File: src/hw/rtl/lrpf_pkg.sv
// Shared constants and types for the paged line rasterizer.
`default_nettype none
package lrpf_pkg;

  localparam int SCREEN_WIDTH  = 128;
  localparam int PAGE_COUNT    = 8;
  localparam int ROWS_PER_PAGE = 8;
  localparam int STORE_DEPTH   = SCREEN_WIDTH * PAGE_COUNT;
  localparam int SCREEN_ROWS   = PAGE_COUNT * ROWS_PER_PAGE;

  localparam int ADDR_W = $clog2(STORE_DEPTH);
  localparam int COL_W  = (SCREEN_WIDTH > 1) ? $clog2(SCREEN_WIDTH) : 1;
  localparam int PAGE_W = (PAGE_COUNT > 1) ? $clog2(PAGE_COUNT) : 1;
  localparam int ROW_W  = $clog2(ROWS_PER_PAGE);

  localparam int COORD_W = 12;

  localparam logic OP_DRAW = 1'b0;
  localparam logic OP_READ = 1'b1;

  typedef logic [ADDR_W-1:0] addr_t;

  // Frame store access request.
  typedef struct packed {
    logic  valid;
    logic  write;
    addr_t addr;
    logic [ROWS_PER_PAGE-1:0] mask;
    logic  on;
  } lrpf_req_t;

  // Frame store read response.
  typedef struct packed {
    logic valid;
    logic [ROWS_PER_PAGE-1:0] data;
  } lrpf_rsp_t;

endpackage
`default_nettype wire

File: src/hw/rtl/lrpf_line_walker.sv
// Bresenham stepper: one pixel per cycle, clipped to the screen.
`default_nettype none
module lrpf_line_walker
  import lrpf_pkg::*;
(
  input  wire logic               clk,
  input  wire logic               rst,
  input  wire logic               start,
  input  wire logic signed [11:0] start_x,
  input  wire logic signed [11:0] start_y,
  input  wire logic signed [11:0] end_x,
  input  wire logic signed [11:0] end_y,
  input  wire logic               pixel_on,
  output lrpf_req_t               px,
  output logic                    busy,
  output logic                    done
);

  logic signed [COORD_W-1:0] x, y, ex, ey;
  logic [COORD_W:0]          dx, dy;
  logic                      step_xneg, step_yneg;
  logic signed [COORD_W+1:0] err;
  logic                      on;

  logic signed [COORD_W:0]   ddx, ddy;
  logic [COORD_W:0]          adx, ady;
  logic signed [COORD_W+1:0] err_init;
  logic signed [COORD_W+1:0] dx_s, dy_s;
  logic                      xstep, ystep, at_end, on_screen;
  logic signed [COORD_W+1:0] err_next;

  assign ddx = {end_x[COORD_W-1], end_x} - {start_x[COORD_W-1], start_x};
  assign ddy = {end_y[COORD_W-1], end_y} - {start_y[COORD_W-1], start_y};
  assign adx = ddx[COORD_W] ? (COORD_W+1)'(1) + ~ddx : ddx;
  assign ady = ddy[COORD_W] ? (COORD_W+1)'(1) + ~ddy : ddy;
  assign err_init = (adx > ady) ? $signed({2'b00, adx[COORD_W:1]})
                                : -$signed({2'b00, ady[COORD_W:1]});

  assign dx_s  = $signed({1'b0, dx});
  assign dy_s  = $signed({1'b0, dy});
  assign xstep = (err + dx_s) > 0;
  assign ystep = err < dy_s;
  assign err_next = err - (xstep ? dy_s : '0) + (ystep ? dx_s : '0);
  assign at_end = (x == ex) && (y == ey);

  assign on_screen = (x >= 0) && (x < SCREEN_WIDTH) && (y >= 0) && (y < SCREEN_ROWS);

  assign px.valid = busy && on_screen;
  assign px.write = 1'b1;
  assign px.addr  = addr_t'(y[ROW_W +: PAGE_W]) * addr_t'(SCREEN_WIDTH)
                  + addr_t'(x[COL_W-1:0]);
  assign px.mask  = ROWS_PER_PAGE'(1) << y[ROW_W-1:0];
  assign px.on    = on;
  assign done     = busy && at_end;

  always_ff @(posedge clk) begin
    if (rst) begin
      busy <= 1'b0;
    end else if (start) begin
      busy <= 1'b1;
    end else if (done) begin
      busy <= 1'b0;
    end
  end

  always_ff @(posedge clk) begin
    if (start) begin
      x         <= start_x;
      y         <= start_y;
      ex        <= end_x;
      ey        <= end_y;
      dx        <= adx;
      dy        <= ady;
      step_xneg <= !(start_x < end_x);
      step_yneg <= !(start_y < end_y);
      err       <= err_init;
      on        <= pixel_on;
    end else if (busy) begin
      if (xstep) begin
        x <= step_xneg ? x - COORD_W'(1) : x + COORD_W'(1);
      end
      if (ystep) begin
        y <= step_yneg ? y - COORD_W'(1) : y + COORD_W'(1);
      end
      err <= err_next;
    end
  end

endmodule
`default_nettype wire

File: config.mk
export PLATFORM = sky130hd
export DESIGN_NAME = lrpf_line_walker
export DESIGN_NICKNAME = d
export VERILOG_FILES = /design/src/hw/rtl/lrpf_pkg.sv /design/src/hw/rtl/lrpf_line_walker.sv
export SDC_FILE = /design/constraint.sdc
export NUM_CORES = 1
export LEC_CHECK = 0
export BUFFER_PORTS_ARGS = -buffer_cell sky130_fd_sc_hd__buf_2
export CAP_MARGIN = 40
export CORE_MARGIN = 2
export CORE_UTILIZATION = 55
export DETAILED_ROUTE_END_ITERATION = 8
export PLACE_DENSITY = 0.83
export SYNTH_ARGS = -nofsm -noshare
export SYNTH_HDL_FRONTEND = slang
export SYNTH_SLANG_ARGS = --single-unit
File: constraint.sdc
create_clock -name clk -period 13.9 [get_ports clk]
set_clock_uncertainty 0.1 [all_clocks]
set_input_delay 4.17 -clock clk [delete_from_list [all_inputs] [get_ports clk]]
set_output_delay 4.17 -clock clk [all_outputs]
set_load 0.05 [all_outputs]
# Word-level counts from Yosys, hierarchy flattened
# Cells that the tools add are included.
[op_classes]
add_sub_neg = 13
n_lt_le_gt_ge = 9
n_eq_ne = 2
n_shift = 1
n_mux = 17
bitwise = 2
n_reduce_logical = 14
[op_table]
columns = ["op", "n"]
rows = [
  ["$mux 12", 8],
  ["$mux 13", 4],
  ["$mux 14", 3],
  ["$add 2x13->13 const A", 2],
  ["$not 13->13", 2],
  ["$sub 12x12->13", 2],
  ["$add 12x2->12 const B", 2],
  ["$eq 12x12->1", 2],
  ["$ge 12x1->1 const B", 2],
  ["$lt 12x12->1", 2],
  ["$sub 12x2->12 const B", 2],
  ["$add 14x14->15", 1],
  ["$gt 15x1->1 const B", 1],
  ["$add 14x13->14", 1],
  ["$lt 14x14->1", 1],
  ["$neg 12->14", 1],
  ["$sub 14x13->14", 1],
  ["$gt 13x13->1", 1],
  ["$lt 12x8->1 const B", 1],
  ["$lt 12x9->1 const B", 1],
  ["$add 10x7->10", 1],
  ["$reduce_bool 2->1", 4],
  ["$shl 1x3->8 const A", 1],
  ["$logic_and 1x1->1", 6],
  ["other kinds (3)", 6],
]
[word_totals]
ff_bits = 92
inputBits = 52
output_inout_bits = 23
elab_cells = 69

# Logic depth before layout (Yosys ltp)
[depth]
ltp_word = 7
mapped_depth = 27
mapped_depth_nobuf = 26

# Least setup slack after synthesis
# No wires, ideal clock.
[synth_path]
path_kind = "input port to flip-flop"
start = "input port end_x[0]"
end = "register err[3] (data pin)"
arrival_ns = 8.344
required_time_ns = 13.530
path_slack_ns = 5.185
path_stages = 19
n_path_buf = 2
path_cell_list = "inv_1 -> ha_1 -> inv_1 -> fa_1 -> a21o_1 -> a21oi_1 -> xnor2_1 -> or3b_2 -> or3_1 -> o41ai_1 -> xnor2_1 -> ha_1 -> a2111o_1 -> o41ai_1 -> buf_2 -> clkbuf_8 -> nand2_1 -> o211ai_1 -> o21ai_0"
[synth_between]
elab_chain_cells = 7
[synth_rtl]
columns = ["item", "line_no", "source"]
rows = [
  ["start: declaration", "lrpf_line_walker.sv:11", "input wire logic signed [11:0] end_x,"],
  ["$sub 12x12->13 (*)", "lrpf_line_walker.sv:32", "assign ddx = {end_x[COORD_W-1], end_x} - {start_x[COORD_W-1], start_x};"],
  ["$not 13->13", "lrpf_line_walker.sv:34", "assign adx = ddx[COORD_W] ? (COORD_W+1)'(1) + ~ddx : ddx;"],
  ["$add 2x13->13", "lrpf_line_walker.sv:34", ""],
  ["$mux 13 (*)", "lrpf_line_walker.sv:34", ""],
  ["named net adx[11]", "lrpf_line_walker.sv:26", "logic [COORD_W:0] adx, ady;"],
  ["$gt 13x13->1 (*)", "lrpf_line_walker.sv:36", "assign err_init = (adx > ady) ? $signed({2'b00, adx[COORD_W:1]})"],
  ["$mux 14 (*)", "lrpf_line_walker.sv:36", ""],
  ["$mux 14 (*)", "lrpf_line_walker.sv:67", "if (start) begin"],
  ["end signal: assignment", "lrpf_line_walker.sv:76", "err <= err_init;"],
  ["end signal: assignment", "lrpf_line_walker.sv:85", "err <= err_next;"],
  ["end: declaration", "lrpf_line_walker.sv:22", "logic signed [COORD_W+1:0] err;"],
]
# Mark *: on every way through the listed nets, which the timed path passes. The rest lies on a longest branch.
# A chain may end at the register's enable or synchronous reset.

# Worst setup path after layout
[layout_path]
start = "input port start_x[1]"
end = "register err[8] (data pin)"
[layout_between]
elab_chain_cells = 7
[layout_rtl]
columns = ["item", "line_no", "source"]
rows = [
  ["start: declaration", "lrpf_line_walker.sv:9", "input wire logic signed [11:0] start_x,"],
  ["$sub 12x12->13 (*)", "lrpf_line_walker.sv:32", ""],
  ["$not 13->13", "lrpf_line_walker.sv:34", ""],
  ["$add 2x13->13", "lrpf_line_walker.sv:34", ""],
  ["$mux 13 (*)", "lrpf_line_walker.sv:34", ""],
  ["named net adx[12]", "lrpf_line_walker.sv:26", ""],
  ["$gt 13x13->1 (*)", "lrpf_line_walker.sv:36", ""],
  ["$mux 14 (*)", "lrpf_line_walker.sv:36", ""],
  ["$mux 14 (*)", "lrpf_line_walker.sv:67", ""],
]
# Marks and branches as above.

==> results.yml <==
worst_setup_path:
  max_stage_delay_ns: 0.76
  arrival_ns: 8.86
  r2r-end: "err[13]"
  r2r_cells: 24
  slowest_stage: "a2111oi_0"
  cp_common_cell: "ha_1"
  crit_chain: "buf_2 -> inv_1 -> ha_1 -> nor2b_1 -> o21a_1 -> o31a_1 -> or3_1 -> a2111oi_0 -> nand4b_1 -> nor4b_1 -> ha_1 -> a2111o_1 -> o41ai_2 -> buf_4 -> nor2_1 -> a22oi_1 -> o21ai_0"
  r2r-start: "err[0]"
  crit_path_start_kind: "primary input"
  required_ns: 13.90
  endpoint_kind: "flop"
  cp_max_fo: 20
  r2r_slack_ns: 7.32
  critPathKind: "in2reg"
timing:
  finalMaxSlewViolations: 0
  period_needed_ns: 8.867
  setup_viol: 0
  max_freq_mhz: 112.8
  rsz0062_at_grt: "false"
  hold_viol: 0
  slew_headroom_pct: 43.63
  tightest_slew_ns: 0.8242
  final_min_period_over_clock_period_pct: 63.79
  final.setup.tns_ns: 0
worst_hold_path:
  hp-class: "reg2reg"
  whs_path_depth: 1
  hold_path.startpoint: "x[0]"
  min_to: "x[0]"
power_and_ir_drop:
  ir_drop_v: 0.0001651
  seqPwrFrac_pct: 21.9
  netSwitchingPower_w: 0.001059
  p_clk_share_pct: 10.9
  leakagePower_nw: 4.411
  p_per_area_nw_per_um2: 228.3
  swShare_pct: 47.22
  pwr-share-comb_pct: 67.1
  p_int_w: 0.001183
grt:
  grt_overflow: 0
  grt_pass1_vias: 7375
  grt_pass1_wl_um: 35850
  grt_antenna_before_repair: 0
  grt_usage_pct: 25.32
  grt_max_degree: 61
floorplan:
  die_h_um: 132.3
  dieArea_um2: 17510
  rows: 46
  ios: 75
  die-width_um: 132.3
  initial_core_util_pct: 56.61
  core_area_um2: 16000
finish:
  fin_nets: 1221
  fin_util_pct: 61.35
  fin_area_um2: 9817
  drive_gt1_share_pct: 11.37
  final_cell_mix: "120 x inv_1, 101 x ha_1, 91 x edfxtp_1"
  syn2layout_area_growth_pct: 8.385
  final_common_cell: "inv_1"
  antenna_cells: 0
synth:
  syn_nets: 1169
  synth_cells: 998
  ys_async_sr_fraction_pct: 0
  ys_warn_count: 0
  syn_avg_cell_area_um2: 9.076
  synth_seq_cells: 92
  syn-cell-area_um2: 9057
  synth_edf_count: 91
  ys_seq_area_share_pct: 30.39
  synthFlopType: "edfxtp_1"
  synth.distinct_cells: 76
clock_tree:
  ctsResizeCount: 0
  htree_levels: 3
  cts_hold_buf: 0
  cts_root_buffer: "clkbuf_16"
  cts_sinks: 92
  tritoncts: "built"
  path_clk_slew_ns: 0.07
  cts_buffers: 9
  cts_setup_buffers: 0
  ctsLongestPathBuffers: 2
  clk_latency_ns: 0.36
place:
  placement.cell_area_um2: 9524
  place.gp.congestion: 0.9925
  port_buffers: 73
  hpwl_um: 16820
drt:
  num_vias: 7431
  wl_um: 21320
  drt-pass1-iter-count: 5
  ant_nets: 0
  vias_per_cell: 5.847
  post_drt_wl_per_cell_um: 16.77
  drc: 0
  drtIter0Drc: 724
flow_run:
  maxCapViolCount: 0
status:
  status: "complete, no violations"
==> metrics by stage <==
stage	total power [W]	instances	worst slack (ns)	hold WS (ns)
floorplan	0.001645	998	5.185	0.5378
global placement	0.001925	1255	4.882	0.5694
detailed placement	0.001975	1255	4.716	0.5892
CTS	0.002237	1271	5.069	0.5985
global route	0.002452	1271	4.630	0.6344
finish	0.002242	1271	5.033	0.5862
==> power groups by stage <==
stage               sequential, W  clock, W  combinational, W
floorplan                0.000467         0           0.00118
global placement         0.000493         0           0.00143
detailed placement       0.000496         0           0.00148
CTS                      0.000490  0.000248           0.00150
global route             0.000499  0.000258           0.00169
finish                   0.000492  0.000245           0.00151
==> routing by layer <==
metal | share of wire, % | up-vias | track usage, %
met1 | 43 | 3456 | 32.20
met4 | 3.1 | 0 | 10.10
met5 | 0 | - | 0
met3 | 7.2 | 53 | 5.652
met2 | 47 | 260 | 41.91
li1 | - | 3662 | -
==> sequential cells by signal, indices dropped and copies added (netlist names) <==
signal     flops
busy           1
dx            13
dy            13
err           14
ex            12
ey            12
on             1
step_xneg      1
step_yneg      1
x             12
y             12
==> logic make-up after synthesis <==
family          after synthesis  synth area share [%]
simple gates                286                 16.43
flops                        92                 30.39
xor+xnor                     99                 9.656
mux                          12                 1.354
other cells                   1               0.04140
compound gates              233                 16.96
fa+ha+maj                   119                 17.93
buf+inv                     156                 7.238
==> critical path, delay by kind of cell <==
family                     cells  cell delay (ns)
and+or+nand+nor                5             1.34
adders and majority gates      2             0.59
buffers and inverters          3             0.47
AOI/OAI and AO/OA              7             2.27
==> how the worst max path moves through the flow <==
stage	start	to	slack (ns)	cells past startpoint
final	start_x[1]	err[8]	5.03	17
after global routing	start_x[1]	err[8]	4.63	17
after detailed placement	start_x[1]	err[8]	4.72	17
after global placement	end_x[0]	err[11]	4.88	19
after floorplan	end_x[0]	err[3]	5.19	19
after CTS	start_x[1]	err[8]	5.07	17
==> synth_stat cells, drive strengths merged (5+ instances only) <==
master  number  share of area [%]
inv        121                5.0
ha         101                 14
edfxtp      91                 30
nand2       72                3.0
xnor2       59                5.8
o21ai       58                3.2
a21oi       57                3.1
nor2        52                2.2
xor2        40                3.9
a21o        24                2.0
nor3        24                1.3
and3        22                1.5
clkbuf      19               0.91
fa          18                4.0
nand4       18                1.2
buf         16                1.3
nor4        16                1.1
and2        13               0.91
nor2b       13               0.90
or3         13                1.0
a21boi      12                1.0
nand2b      11               0.76
o21a        11               0.91
o31ai       11               0.91
mux2i       10                1.1
or2          9               0.62
nand3        8               0.50
a211oi       7               0.69
o211ai       7               0.58
a31oi        5               0.35
o21bai       5               0.41
o41ai        5               0.48
==> area by class of cell <==
cell class | instances | area [um2]
multi-input cells | 750 | 5657
flip-flops and latches | 92 | 2753
well taps | 216 | 270.3
clock buffers | 9 | 225.2
repair buffers | 76 | 390.4
fillers | 1380 | 6183
inverters | 121 | 454.2
clock inverters | 7 | 67.56
No activity file was read; power rests on OpenSTA's default activity.
